## src/bounded_ordered_list_store_top_macros.svh

```systemverilog
// Assertion helpers shared by the list store modules.
`ifndef BOUNDED_ORDERED_LIST_STORE_TOP_MACROS_SVH
`define BOUNDED_ORDERED_LIST_STORE_TOP_MACROS_SVH
`ifndef SYNTHESIS
`define BLOS_ASSERT_IMP(label, ante, cons) \
    label: assert property (@(posedge clk) disable iff (!rst_n) (ante) |-> (cons)) \
        else $error("blos assertion failed");
`define BLOS_ASSERT_NEXT(label, ante, cons) \
    label: assert property (@(posedge clk) disable iff (!rst_n) (ante) |=> (cons)) \
        else $error("blos assertion failed");
`else
`define BLOS_ASSERT_IMP(label, ante, cons)
`define BLOS_ASSERT_NEXT(label, ante, cons)
`endif
`endif

```

## src/blos_pkg.sv

```systemverilog
package blos_pkg;

    localparam logic [2:0] OP_PUSH_FRONT = 3'd0;
    localparam logic [2:0] OP_PUSH_BACK  = 3'd1;
    localparam logic [2:0] OP_REMOVE     = 3'd2;
    localparam logic [2:0] OP_SEARCH     = 3'd3;
    localparam logic [2:0] OP_DUMP       = 3'd4;

    localparam logic [1:0] ST_OK        = 2'd0;
    localparam logic [1:0] ST_FULL      = 2'd1;
    localparam logic [1:0] ST_NOT_FOUND = 2'd2;
    localparam logic [1:0] ST_EMPTY     = 2'd3;

    typedef struct packed {
        logic [2:0]         opcode;
        logic signed [31:0] value;
    } cmd_beat_t;

    typedef struct packed {
        logic [1:0]         status;
        logic signed [31:0] item;
        logic [4:0]         entry_count;
        logic               last;
    } rsp_beat_t;

    typedef struct packed {
        logic      valid;
        rsp_beat_t beat;
    } emit_t;

endpackage

```

## src/blos_ram.sv

```systemverilog
module blos_ram #(
    parameter int WIDTH = 32,
    parameter int DEPTH = 16,
    localparam int AW = $clog2(DEPTH)
) (
    input  logic             clk,
    input  logic             we,
    input  logic [AW-1:0]    waddr,
    input  logic [WIDTH-1:0] wdata,
    input  logic [AW-1:0]    raddr,
    output logic [WIDTH-1:0] rdata
);

    logic [WIDTH-1:0] mem [DEPTH];

    always_ff @(posedge clk)
    begin
        if (we)
        begin
            mem[waddr] <= wdata;
        end
        rdata <= mem[raddr];
    end

endmodule

```

## src/blos_ctrl.sv

```systemverilog
`include "bounded_ordered_list_store_top_macros.svh"

module blos_ctrl #(
    parameter int DEPTH = 16,
    parameter int DATA_WIDTH = 32,
    localparam int AW = $clog2(DEPTH),
    localparam int CW = $clog2(DEPTH + 1)
) (
    input  logic                  clk,
    input  logic                  rst_n,
    input  logic                  cmd_valid,
    output logic                  cmd_stall,
    input  blos_pkg::cmd_beat_t   cmd,
    output blos_pkg::emit_t       emit,
    input  logic                  emit_ready,
    output logic                  ram_we,
    output logic [AW-1:0]         ram_waddr,
    output logic [DATA_WIDTH-1:0] ram_wdata,
    output logic [AW-1:0]         ram_raddr,
    input  logic [DATA_WIDTH-1:0] ram_rdata
);

    localparam logic [AW:0]   DEPTH_X = (AW + 1)'(DEPTH);
    localparam logic [AW-1:0] LAST_ADDR = AW'(DEPTH - 1);
    localparam logic [CW-1:0] FULL_COUNT = CW'(DEPTH);
    localparam logic [CW-1:0] CW_ONE = CW'(1);

    typedef enum logic [1:0] {
        S_IDLE,
        S_SCAN,
        S_SHIFT,
        S_DUMP
    } state_t;

    state_t                state_reg, state_next;
    logic [AW-1:0]         head_reg, head_next;
    logic [CW-1:0]         count_reg, count_next;
    logic [AW-1:0]         pos_reg, pos_next;
    logic [2:0]            op_reg, op_next;
    logic [DATA_WIDTH-1:0] key_reg, key_next;

    logic [DATA_WIDTH-1:0] cmd_v;
    logic                  accept;
    logic                  full;
    logic                  empty;
    logic                  hit;
    logic                  last_pos;
    logic                  is_push;

    function automatic logic [AW-1:0] wrap_add(logic [AW-1:0] a, logic [AW-1:0] b);
        logic [AW:0] s;
        s = {1'b0, a} + {1'b0, b};
        if (s >= DEPTH_X)
        begin
            s = s - DEPTH_X;
        end
        return s[AW-1:0];
    endfunction

    assign cmd_v     = DATA_WIDTH'($unsigned(cmd.value));
    assign cmd_stall = !((state_reg == S_IDLE) && emit_ready);
    assign accept    = cmd_valid && !cmd_stall;
    assign full      = (count_reg == FULL_COUNT);
    assign empty     = (count_reg == '0);
    assign hit       = (ram_rdata == key_reg);
    assign last_pos  = (CW'(pos_reg) == (count_reg - CW_ONE));
    assign is_push   = (cmd.opcode == blos_pkg::OP_PUSH_FRONT) ||
                       (cmd.opcode == blos_pkg::OP_PUSH_BACK);
    assign ram_raddr = wrap_add(head_next, pos_next);

    always_comb
    begin
        state_next = state_reg;
        head_next  = head_reg;
        count_next = count_reg;
        pos_next   = pos_reg;
        op_next    = op_reg;
        key_next   = key_reg;
        ram_we     = 1'b0;
        ram_waddr  = head_reg;
        ram_wdata  = cmd_v;
        emit.valid = 1'b0;
        emit.beat.status      = blos_pkg::ST_OK;
        emit.beat.item        = 32'(cmd_v);
        emit.beat.entry_count = 5'(count_reg);
        emit.beat.last        = 1'b1;
        unique case (state_reg)
            S_IDLE:
            begin
                pos_next = '0;
                if (accept)
                begin
                    unique case (cmd.opcode) inside
                        blos_pkg::OP_PUSH_FRONT, blos_pkg::OP_PUSH_BACK:
                        begin
                            emit.valid = 1'b1;
                            if (full)
                            begin
                                emit.beat.status = blos_pkg::ST_FULL;
                            end
                            else
                            begin
                                ram_we     = 1'b1;
                                count_next = count_reg + CW_ONE;
                                if (cmd.opcode == blos_pkg::OP_PUSH_FRONT)
                                begin
                                    head_next = (head_reg == '0) ? LAST_ADDR : head_reg - 1'b1;
                                    ram_waddr = head_next;
                                end
                                else
                                begin
                                    ram_waddr = wrap_add(head_reg, AW'(count_reg));
                                end
                                emit.beat.entry_count = 5'(count_next);
                            end
                        end
                        blos_pkg::OP_REMOVE, blos_pkg::OP_SEARCH:
                        begin
                            if (empty)
                            begin
                                emit.valid = 1'b1;
                                emit.beat.status = blos_pkg::ST_NOT_FOUND;
                            end
                            else
                            begin
                                state_next = S_SCAN;
                                op_next    = cmd.opcode;
                                key_next   = cmd_v;
                            end
                        end
                        blos_pkg::OP_DUMP:
                        begin
                            if (empty)
                            begin
                                emit.valid = 1'b1;
                                emit.beat.status = blos_pkg::ST_EMPTY;
                                emit.beat.item   = '0;
                            end
                            else
                            begin
                                state_next = S_DUMP;
                            end
                        end
                        default:
                        begin
                        end
                    endcase
                end
            end
            S_SCAN:
            begin
                emit.beat.item = 32'(key_reg);
                if (hit || last_pos)
                begin
                    if (emit_ready)
                    begin
                        emit.valid = 1'b1;
                        if (hit && (op_reg == blos_pkg::OP_REMOVE))
                        begin
                            count_next = count_reg - CW_ONE;
                            emit.beat.entry_count = 5'(count_next);
                            if (last_pos)
                            begin
                                state_next = S_IDLE;
                            end
                            else
                            begin
                                state_next = S_SHIFT;
                                pos_next   = pos_reg + 1'b1;
                            end
                        end
                        else
                        begin
                            emit.beat.status = hit ? blos_pkg::ST_OK : blos_pkg::ST_NOT_FOUND;
                            state_next = S_IDLE;
                        end
                    end
                end
                else
                begin
                    pos_next = pos_reg + 1'b1;
                end
            end
            S_SHIFT:
            begin
                // move the entry at pos up by one to close the gap
                ram_we    = 1'b1;
                ram_waddr = wrap_add(head_reg, pos_reg - 1'b1);
                ram_wdata = ram_rdata;
                if (CW'(pos_reg) == count_reg)
                begin
                    state_next = S_IDLE;
                end
                else
                begin
                    pos_next = pos_reg + 1'b1;
                end
            end
            S_DUMP:
            begin
                emit.beat.item = 32'(ram_rdata);
                emit.beat.last = last_pos;
                if (emit_ready)
                begin
                    emit.valid = 1'b1;
                    if (last_pos)
                    begin
                        state_next = S_IDLE;
                    end
                    else
                    begin
                        pos_next = pos_reg + 1'b1;
                    end
                end
            end
            default:
            begin
                state_next = S_IDLE;
            end
        endcase
    end

    always_ff @(posedge clk or negedge rst_n)
    begin
        if (!rst_n)
        begin
            state_reg <= S_IDLE;
            head_reg  <= '0;
            count_reg <= '0;
            pos_reg   <= '0;
            op_reg    <= '0;
            key_reg   <= '0;
        end
        else
        begin
            state_reg <= state_next;
            head_reg  <= head_next;
            count_reg <= count_next;
            pos_reg   <= pos_next;
            op_reg    <= op_next;
            key_reg   <= key_next;
        end
    end

    `BLOS_ASSERT_IMP(a_emit_has_room, emit.valid, emit_ready)
    `BLOS_ASSERT_NEXT(a_full_push_keeps_count, accept && is_push && full, $stable(count_reg))
    `BLOS_ASSERT_IMP(a_write_source, ram_we, (state_reg == S_SHIFT) || (accept && is_push))

endmodule

```

## src/blos_out.sv

```systemverilog
`include "bounded_ordered_list_store_top_macros.svh"

module blos_out (
    input  logic                clk,
    input  logic                rst_n,
    input  blos_pkg::emit_t     emit,
    output logic                emit_ready,
    output logic                rsp_valid,
    input  logic                rsp_stall,
    output blos_pkg::rsp_beat_t rsp
);

    logic                out_valid_reg, out_valid_next;
    logic                skid_valid_reg, skid_valid_next;
    blos_pkg::rsp_beat_t out_reg, out_next;
    blos_pkg::rsp_beat_t skid_reg, skid_next;
    logic                take;

    assign take       = out_valid_reg && !rsp_stall;
    assign emit_ready = !skid_valid_reg;
    assign rsp_valid  = out_valid_reg;
    assign rsp        = out_reg;

    always_comb
    begin
        out_valid_next  = out_valid_reg;
        skid_valid_next = skid_valid_reg;
        out_next        = out_reg;
        skid_next       = skid_reg;
        if (take || !out_valid_reg)
        begin
            if (skid_valid_reg)
            begin
                out_next        = skid_reg;
                out_valid_next  = 1'b1;
                skid_valid_next = 1'b0;
            end
            else if (emit.valid)
            begin
                out_next       = emit.beat;
                out_valid_next = 1'b1;
            end
            else
            begin
                out_valid_next = 1'b0;
            end
        end
        else if (emit.valid)
        begin
            // hold the beat while the output is stalled
            skid_next       = emit.beat;
            skid_valid_next = 1'b1;
        end
    end

    always_ff @(posedge clk or negedge rst_n)
    begin
        if (!rst_n)
        begin
            out_valid_reg  <= 1'b0;
            skid_valid_reg <= 1'b0;
        end
        else
        begin
            out_valid_reg  <= out_valid_next;
            skid_valid_reg <= skid_valid_next;
        end
    end

    always_ff @(posedge clk)
    begin
        out_reg  <= out_next;
        skid_reg <= skid_next;
    end

    `BLOS_ASSERT_IMP(a_skid_behind_out, skid_valid_reg, out_valid_reg)
    `BLOS_ASSERT_NEXT(a_stall_fills_skid, out_valid_reg && rsp_stall && emit.valid, skid_valid_reg)

endmodule

```

## src/bounded_ordered_list_store_top.sv

```systemverilog
// Bounded ordered list store: up to DEPTH values of DATA_WIDTH bits, head first.
// Command channel (cmd_valid, cmd_stall, cmd): a beat carries an opcode (push front,
// push back, remove first match, search, dump) and a value.
// Response channel (rsp_valid, rsp_stall, rsp): each beat carries status, item,
// entry count after the operation, and last, which marks the final beat of a command.
// Entries sit in one single-port-write, registered-read RAM addressed as a ring.
// How each command runs, from acceptance until the next command can be taken:
//   push, or remove, search or dump on an empty list: answered at once through the output stage.
//   search: reads entries from the head until a match or the last entry.
//   remove: as search, then shifts each entry behind the match to close the gap.
//   dump: one response beat per entry, from the head.
// Scans and dumps read one RAM entry per cycle; dumps advance only while the output stage has room.
// A two-beat output stage lets a command be taken while a response still waits.
// While rsp_stall is high the stage fills and the sequencer holds its place.
// Reset empties the list at once; there is no clearing pass.
module bounded_ordered_list_store_top #(
    parameter int DEPTH = 16,
    parameter int DATA_WIDTH = 32
) (
    input  logic                clk,
    input  logic                rst_n,
    input  logic                cmd_valid,
    output logic                cmd_stall,
    input  blos_pkg::cmd_beat_t cmd,
    output logic                rsp_valid,
    input  logic                rsp_stall,
    output blos_pkg::rsp_beat_t rsp
);

    localparam int AW = $clog2(DEPTH);

    blos_pkg::emit_t       emit;
    logic                  emit_ready;
    logic                  ram_we;
    logic [AW-1:0]         ram_waddr;
    logic [DATA_WIDTH-1:0] ram_wdata;
    logic [AW-1:0]         ram_raddr;
    logic [DATA_WIDTH-1:0] ram_rdata;

    blos_ram #(
        .WIDTH (DATA_WIDTH),
        .DEPTH (DEPTH)
    ) u_ram (
        .clk   (clk),
        .we    (ram_we),
        .waddr (ram_waddr),
        .wdata (ram_wdata),
        .raddr (ram_raddr),
        .rdata (ram_rdata)
    );

    blos_ctrl #(
        .DEPTH      (DEPTH),
        .DATA_WIDTH (DATA_WIDTH)
    ) u_ctrl (
        .clk        (clk),
        .rst_n      (rst_n),
        .cmd_valid  (cmd_valid),
        .cmd_stall  (cmd_stall),
        .cmd        (cmd),
        .emit       (emit),
        .emit_ready (emit_ready),
        .ram_we     (ram_we),
        .ram_waddr  (ram_waddr),
        .ram_wdata  (ram_wdata),
        .ram_raddr  (ram_raddr),
        .ram_rdata  (ram_rdata)
    );

    blos_out u_out (
        .clk        (clk),
        .rst_n      (rst_n),
        .emit       (emit),
        .emit_ready (emit_ready),
        .rsp_valid  (rsp_valid),
        .rsp_stall  (rsp_stall),
        .rsp        (rsp)
    );

endmodule

```

## config.mk

```make
export PLATFORM = sky130hd
export DESIGN_NAME = bounded_ordered_list_store_top
export DESIGN_NICKNAME = d
export VERILOG_FILES = /design/src/blos_pkg.sv /design/src/blos_ram.sv /design/src/blos_ctrl.sv /design/src/blos_out.sv /design/src/bounded_ordered_list_store_top.sv
export VERILOG_INCLUDE_DIRS = /design/src /design/src/src
export SDC_FILE = /design/constraint.sdc
export NUM_CORES = 1
export LEC_CHECK = 0
export BUFFER_PORTS_ARGS = -buffer_cell sky130_fd_sc_hd__clkbuf_2
export CELL_PAD_IN_SITES_DETAIL_PLACEMENT = 0
export CELL_PAD_IN_SITES_GLOBAL_PLACEMENT = 1
export CORE_ASPECT_RATIO = 1.5
export CORE_MARGIN = 4
export CORE_UTILIZATION = 54
export DETAILED_ROUTE_END_ITERATION = 6
export GPL_TIMING_DRIVEN = 0
export PLACE_DENSITY_LB_ADDON = 0.1
export RECOVER_POWER = 50
export SLEW_MARGIN = 5
export SYNTH_ARGS = -nofsm -noshare
export SYNTH_HDL_FRONTEND = slang
export SYNTH_SLANG_ARGS = --single-unit
```

## constraint.sdc

```tcl
create_clock -name clk -period 5.1 [get_ports clk]
set_input_delay 0.255 -clock clk [delete_from_list [all_inputs] [get_ports clk]]
set_output_delay 0.255 -clock clk [all_outputs]
set_load 0.02 [all_outputs]
```

Word level (Yosys, flattened, before mapping)
Memories as Yosys holds them, arrays and structs flattened. A register that Yosys moved wholly into a read port is not among the register bits. Index checks and enable logic that the tools add are counted.

Flip-flop bits (word level): 132. Memory bits (writable): 512. Bits of input ports: 39. Output and inout bits: 42. Word-level logic and storage cells: 147. Memories kept: 1.

Memory list: u_ram.mem (depth 16, width 32, read ports 1, clocked after Yosys merged registers in 1, write ports 1, line blos_ram.sv:14) `logic [WIDTH-1:0] mem [DEPTH];`.

$add $sub $neg: 11. Order comparisons: 3. Equal/unequal tests: 21. Mux-type cells: 69. Bitwise gates (word level): 2. Reduce and logical (&&, ||, !) cells: 24.

Operator list (number): 40-bit 2-to-1 mux (3); 32-bit case mux with 3 select lines (1); 4-bit 2-to-1 mux (19); 32-bit 2-to-1 mux (2); 35-bit 2-to-1 mux (1); 32-bit == test (1); 5-bit 2-to-1 mux (6); 2-bit 2-to-1 mux (12); 5-bit case mux with 2 select lines (2); 4-bit by 1-bit subtractor with 4-bit output (second input constant) (5); 4-bit case mux with 4 select lines (1); 4-bit by 4-bit adder with 5-bit output (3); 5-bit greater-or-equal comparator (second input constant) (3); 1-bit 2-to-1 mux (12); 4-bit by 5-bit == test with 1-bit output (2); 3-bit by 2-bit == test with 1-bit output (second input constant) (3); 3-bit 2-to-1 mux (3); 3-bit != test (second input constant) (3); 3-bit case mux with 3 select lines (1); 9-bit AND reduction (1); 2-bit by 1-bit != test with 1-bit output (second input constant) (4); 2-bit case mux with 2 select lines (2); 2-bit case mux with 4 select lines (1); 4-bit case mux with 2 select lines (1); other kinds (23) (38).

Logic depth before layout (Yosys ltp)
Word-level depth: 10. Mapped depth: 18. Gate-level depth less buffers: 16.

Cells and area by module
Synthesis repeated with hierarchy kept, for this count alone.

Cells, all modules: 1546. Area total of the unflattened synthesis: 27715.3 µm².

Modules (own cells, without submodules): blos_ram (times used 1, cells each 838, area an instance 19835.3 µm², sequential area each 16015.4 µm²); blos_ctrl (times used 1, cells each 576, area an instance 4722.0 µm², sequential area each 1251.2 µm²); blos_out (times used 1, cells each 132, area an instance 3158.0 µm², sequential area each 2452.4 µm²).

Worst setup path before layout
Ideal clock, no wire load.

Path type: register -> register. Start: register u_ctrl.count_reg[1]. End: register u_out.skid_reg[0] in the netlist's numbering (enable). Library setup time: 462 ps. Data arrival time: 4063 ps. Required time: 4638 ps. Path slack: 576 ps. Stages on the path, launching flop included: 10. Buffers on the path: 0. Period minus slack after synthesis: 4524 ps. Cell sequence: dfrtp_1 -> inv_1 -> ha_1 -> nor3b_2 -> o22ai_1 -> nor3_2 -> nand3_1 -> a21o_1 -> or2_2 -> a31oi_1.

Cells in the longest elaborated chain, start to end: 6. Elaborated cells between the ends (all ways): 11. Classes of those cells: 1 x add/sub; 1 x eq/ne; 6 x mux; 3 x reduce/logical.

RTL lines: from (decl) (line blos_ctrl.sv:37) `logic [CW-1:0] count_reg, count_next;`; from (signal assigned) (line blos_ctrl.sv:238) `count_reg <= count_next;`; 5-bit by 1-bit subtractor with 5-bit output or 5-bit logical NOT (tied branches) (line blos_ctrl.sv:66, blos_ctrl.sv:64); 4-bit by 5-bit == test with 1-bit output, or another cell as far along (line blos_ctrl.sv:66) `assign last_pos = (CW'(pos_reg) == (count_reg - CW_ONE));`; 1-bit logical OR or 3-bit case mux with 3 select lines (tied branches) (line blos_ctrl.sv:153, blos_ctrl.sv:93); 3-bit 2-to-1 mux or 40-bit 2-to-1 mux (tied branches) (line blos_ctrl.sv:153, blos_ctrl.sv:91); 1-bit case mux with 3 select lines (*) (line blos_ctrl.sv:87) `unique case (state_reg)`; 2-bit AND reduction (no source line) (*); to (signal assigned) (line blos_out.sv:73) `skid_reg <= skid_next;`; to (decl) (line blos_out.sv:16) `blos_pkg::rsp_beat_t skid_reg, skid_next;`.

Mark *: on every way between the ends. The rest lies on a longest branch, timed or not. A chain may end at the register's enable or synchronous reset.

Final worst setup path
Start: register u_ctrl.key_reg[24]. End: register u_ram.rdata[7] (read register of u_ram.mem).

Cells in the longest elaborated chain, start to end: 9. Elaborated cells between the ends (all ways): 11. Classes of those cells: 2 x add/sub; 1 x order compare; 1 x eq/ne; 5 x mux; 2 x reduce/logical.

RTL lines: from (decl) (line blos_ctrl.sv:40) `logic [DATA_WIDTH-1:0] key_reg, key_next;`; from (signal assigned) (line blos_ctrl.sv:241) `key_reg <= key_next;`; 32-bit == test (*) (line blos_ctrl.sv:65) `assign hit = (ram_rdata == key_reg);`; 1-bit logical AND (line blos_ctrl.sv:158) `if (hit && (op_reg == blos_pkg::OP_REMOVE))`; 4-bit 2-to-1 mux (line blos_ctrl.sv:158); 4-bit 2-to-1 mux (line blos_ctrl.sv:155) `if (emit_ready)`; 4-bit 2-to-1 mux (*) (line blos_ctrl.sv:153) `if (hit || last_pos)`; 4-bit case mux with 4 select lines (*) (line blos_ctrl.sv:87); named net u_ctrl.pos_next[0] (line blos_ctrl.sv:38) `logic [AW-1:0] pos_reg, pos_next;`; 4-bit by 4-bit adder with 5-bit output (*) (line blos_ctrl.sv:52) `s = {1'b0, a} + {1'b0, b};`; 4-bit by 1-bit subtractor with 4-bit output or 5-bit greater-or-equal comparator (tied branches) (line blos_ctrl.sv:55, blos_ctrl.sv:53); 4-bit 2-to-1 mux (*) (line blos_ctrl.sv:53) `if (s >= DEPTH_X)`; to (decl) (line blos_ram.sv:11) `output logic [WIDTH-1:0] rdata`.

Mark *: on every way through the listed nets, which the timed path passes. The rest lies on a longest branch.

==> Implementation_results.wiki <==
{| class="wikitable"
! Metric !! Value
|-
| Vias in the first global route || 15025
|-
| Die outline height || 285 um
|-
| Max-slew violation count || 47
|-
| Hold path cells || 2
|-
| Maximum root-to-sink buffer count || 3
|-
| Classification of the worst setup path || flop to flop
|-
| Register clock-pin slew on the reported worst setup and hold paths || 60 ps
|-
| Final setup slack of the worst path || 254 ps
|-
| Post-CTS Repair Setup Buffers || 0
|-
| Number of ports placed on the die boundary || 81
|-
| Width of the chip || 193 um
|-
| Net count reported at finish || 1710
|-
| Nature of the critical path endpoint || flop
|-
| Initial core utilization || 54.6%
|-
| Post-synth ARST share || 7.69%
|-
| Portion of the clock cycle consumed by the worst path in the final layout || 95.0%
|-
| Failing checks || capacitance limit, slew limit
|-
| Setup Viol. Count Final || 0
|-
| Most common cell in the synthesized netlist || edfxtp_1
|-
| Vias post-DR || 14303
|-
| Number of synthesized flops with an enable pin || 592
|-
| Number of flip-flops under the largest register name || 512
|-
| Clock Sinks || 676
|-
| Total cell area at the placement stage || 29400 sq um
|-
| Reg2reg path depth || 16
|-
| Clock period minus final worst setup slack || 4850 ps
|-
| Maximum clock skew at final layout || 18.4 ps
|-
| Synthesized netlist net count || 1513
|-
| Final hold violation count || 0
|-
| Total Neg Setup Slack || 0 ps
|-
| Primary flip-flop cell chosen by synthesis mapping || edfxtp_1
|-
| Launch point of the worst hold path || cmd[33]
|-
| Critical Path AT || 5360 ps
|-
| Total power || 14600 uW
|-
| Commonest cells post-synth || edfxtp_1 (592), mux2i_1 (130), mux4_2 (128)
|-
| Antenna violations before repair || 2
|-
| Total track usage || 25.0%
|-
| DP Worst Slack || -975 ps
|-
| Peak fanout along the critical path || 10
|-
| Required time of the critical path || 5620 ps
|-
| Number of CTS-inserted buffers || 61
|-
| Endpoint with the worst hold slack || u_out.skid_reg[38]
|-
| RSZ-0062 raised after global routing || false
|-
| Number of I/O port buffers || 80
|-
| Type of the tightest min-delay check || input pin to flop
|-
| Count of state elements after synthesis || 676
|-
| Yosys top cell area share || 64.4%
|-
| Final standard cell area without fillers || 32000 sq um
|-
| Clock latency reported for the late side of the worst-skew pair || 640 ps
|-
| Maximum number of pins on one net before global-route repair || 38
|-
| VDD IR-drop max || 332 uV
|-
| CP startpoint kind || flop
|-
| Fill cell count || 3599
|-
| Weighted congestion at the end of routability-driven global placement || 0.800
|-
| Proportion of synthesized chip area in sequential cells || 71.4%
|-
| Slew of the pin with the lowest slew margin || 2720 ps
|-
| Gate Count Post-Synth || 1456
|-
| Cell area power density || 455 nW/um^2
|-
| Clk root buf || clkbuf_16
|-
| Die ar. || 54900 sq um
|-
| Leading post-synthesis cells by cell area || edfxtp_1 (64%), mux4_2 (10%), dfrtp_1 (4.7%), mux2i_1 (4.7%), mux2_2 (4.2%)
|-
| Core region area || 50500 sq um
|-
| # Max-Cap Violations || 2
|-
| Number of routed nets with antenna violations || 0
|-
| CTS tree || done
|-
| Average footprint of a synthesized cell || 19.0 sq um
|-
| Routed length per instance || 28.5 um
|-
| Critical R2R Launch || u_ctrl.key_reg[24]
|-
| DRC Markers || 0
|-
| Worst slew margin || -81.4%
|-
| Synthesized area || 27600 sq um
|-
| FP Rows || 101
|-
| Maximum achievable frequency || 206 MHz
|-
| Router iterations before antenna repair || 5
|-
| Static Leak || 0.0110 uW
|-
| Worst R2R End || u_ram.rdata[7]
|-
| Final Routed Wirelength || 67600 um
|-
| Area growth from synthesis to layout || 15.9%
|-
| Detailed placer's ending HPWL || 44300 um
|-
| First-pass GRT wire length || 98800 um
|-
| Post-layout util || 63.3%
|-
| Netlist cell types || 63
|-
| Number of H-tree branching levels || 2
|-
| Share of post-route cells with drive strength above 1 || 25.8%
|-
| Cell type contributing the most total cell area after synthesis || edfxtp_1
|-
| Setup slack, reg-to-reg || 250 ps
|-
| Yosys Warn Count || 0
|-
| Detailed router's first-iteration violation count || 1162
|-
| Overflow left after global routing || 0
|-
| Result of the run || finished with violations
|-
| Via/cell ratio || 6.02
|}
[cells in the final DEF, fill, tap and decap left out, types with 34 or more instances in the layout]
| cell type | instances |
|---|---|
| clkbuf_1 | 80 |
| clkbuf_16 | 62 |
| clkbuf_2 | 47 |
| dfrtp_1 | 52 |
| dlygate4sd3_1 | 34 |
| edfxtp_1 | 592 |
| mux2_2 | 72 |
| mux2i_1 | 130 |
| mux4_2 | 128 |
| nand2_1 | 55 |
| o21ai_0 | 42 |
| xnor2_1 | 42 |
[per-stage QoR]
step / hold WS (ps) / std cells
2_1_floorplan: -40.6 / 1456
5_1_grt: 56.1 / 2373
3_5_place_dp: 194 / 2225
4_1_cts: 15.5 / 2373
6_report: 55.2 / 2374
3_3_place_gp: 446 / 2205
[where the power goes]
group          internal (uW)  switching (uW)
logic                   1410            1790
clock network           2800            2040
registers               6350             188
total                  10600            4020
[cell type report]
class,instances,area [sq um],area share [%]
diodes,1,2.50,0.00782
plain buffers,70,432,1.35
clock buffers,77,1650,5.15
clock inverters,37,474,1.48
inverters,17,63.8,0.199
multi-input cells,693,7710,24.1
flip-flops and latches,676,19700,61.6
well taps,669,837,2.62
repair buffers,134,1120,3.49
[worst max-delay path by stage]
stage / start / endpoint / slack, ps / cells after the start
floorplan: u_ctrl.count_reg[1] / u_out.skid_reg[0] / 580 / 9
global route: u_ctrl.count_reg[1] / u_ram.rdata[28] / 0.7 / 17
finish: u_ctrl.key_reg[24] / u_ram.rdata[7] / 250 / 16
detailed placement: u_ctrl.key_reg[27] / u_ram.rdata[26] / -970 / 16
global placement: u_ctrl.key_reg[27] / u_out.skid_reg[18] / -2140 / 7
CTS: u_ctrl.key_reg[27] / u_ram.rdata[28] / 60 / 16
[worst max-delay path, cell delays in order, from the launching register on]
cell	delay, ps
dfrtp_1	400
xnor2_1	450
nand4_1	300
nor4_2	450
a21oi_1	180
or2_2	320
a21oi_1	240
nand2_1	80
nand2_1	100
ha_1	180
inv_1	60
fa_1	520
buf_2	330
clkbuf_2	390
mux4_2	360
mux2i_1	230
mux2i_1	110
[cell families (layout without fill, tap and decap cells)]
| family | count (synthesis) | after routing | share of synthesized area, % |
|---|---|---|---|
| flops | 676 | 676 | 71.4 |
| mux | 362 | 362 | 19.4 |
| simple gates | 163 | 163 | 3.00 |
| compound gates | 95 | 95 | 2.11 |
| buf+inv | 87 | 335 | 1.31 |
| xor+xnor | 55 | 55 | 1.84 |
| fa+ha+maj | 18 | 18 | 0.898 |
| other cells | 0 | 1 | 0 |
[layer usage]
metal / wire length, um / part of all wire (%) / vias up / global-route usage [%]
met2: 35200 / 52 / 466 / 42.7
met1: 25900 / 38 / 7490 / 32.4
li1: - / - / 6208 / -
met5: 13 / 0.019 / - / 0
met3: 3820 / 5.7 / 137 / 3.98
met4: 2610 / 3.9 / 2 / 9.29
[repair_timing]
item                                   4_1_cts  5_1_grt
endpoints found under the hold margin      107        0
setup endpoints to repair                   32       32
resized for setup                           51       23
hold buffers                                34        0
Power figures use the tool's default switching activity.
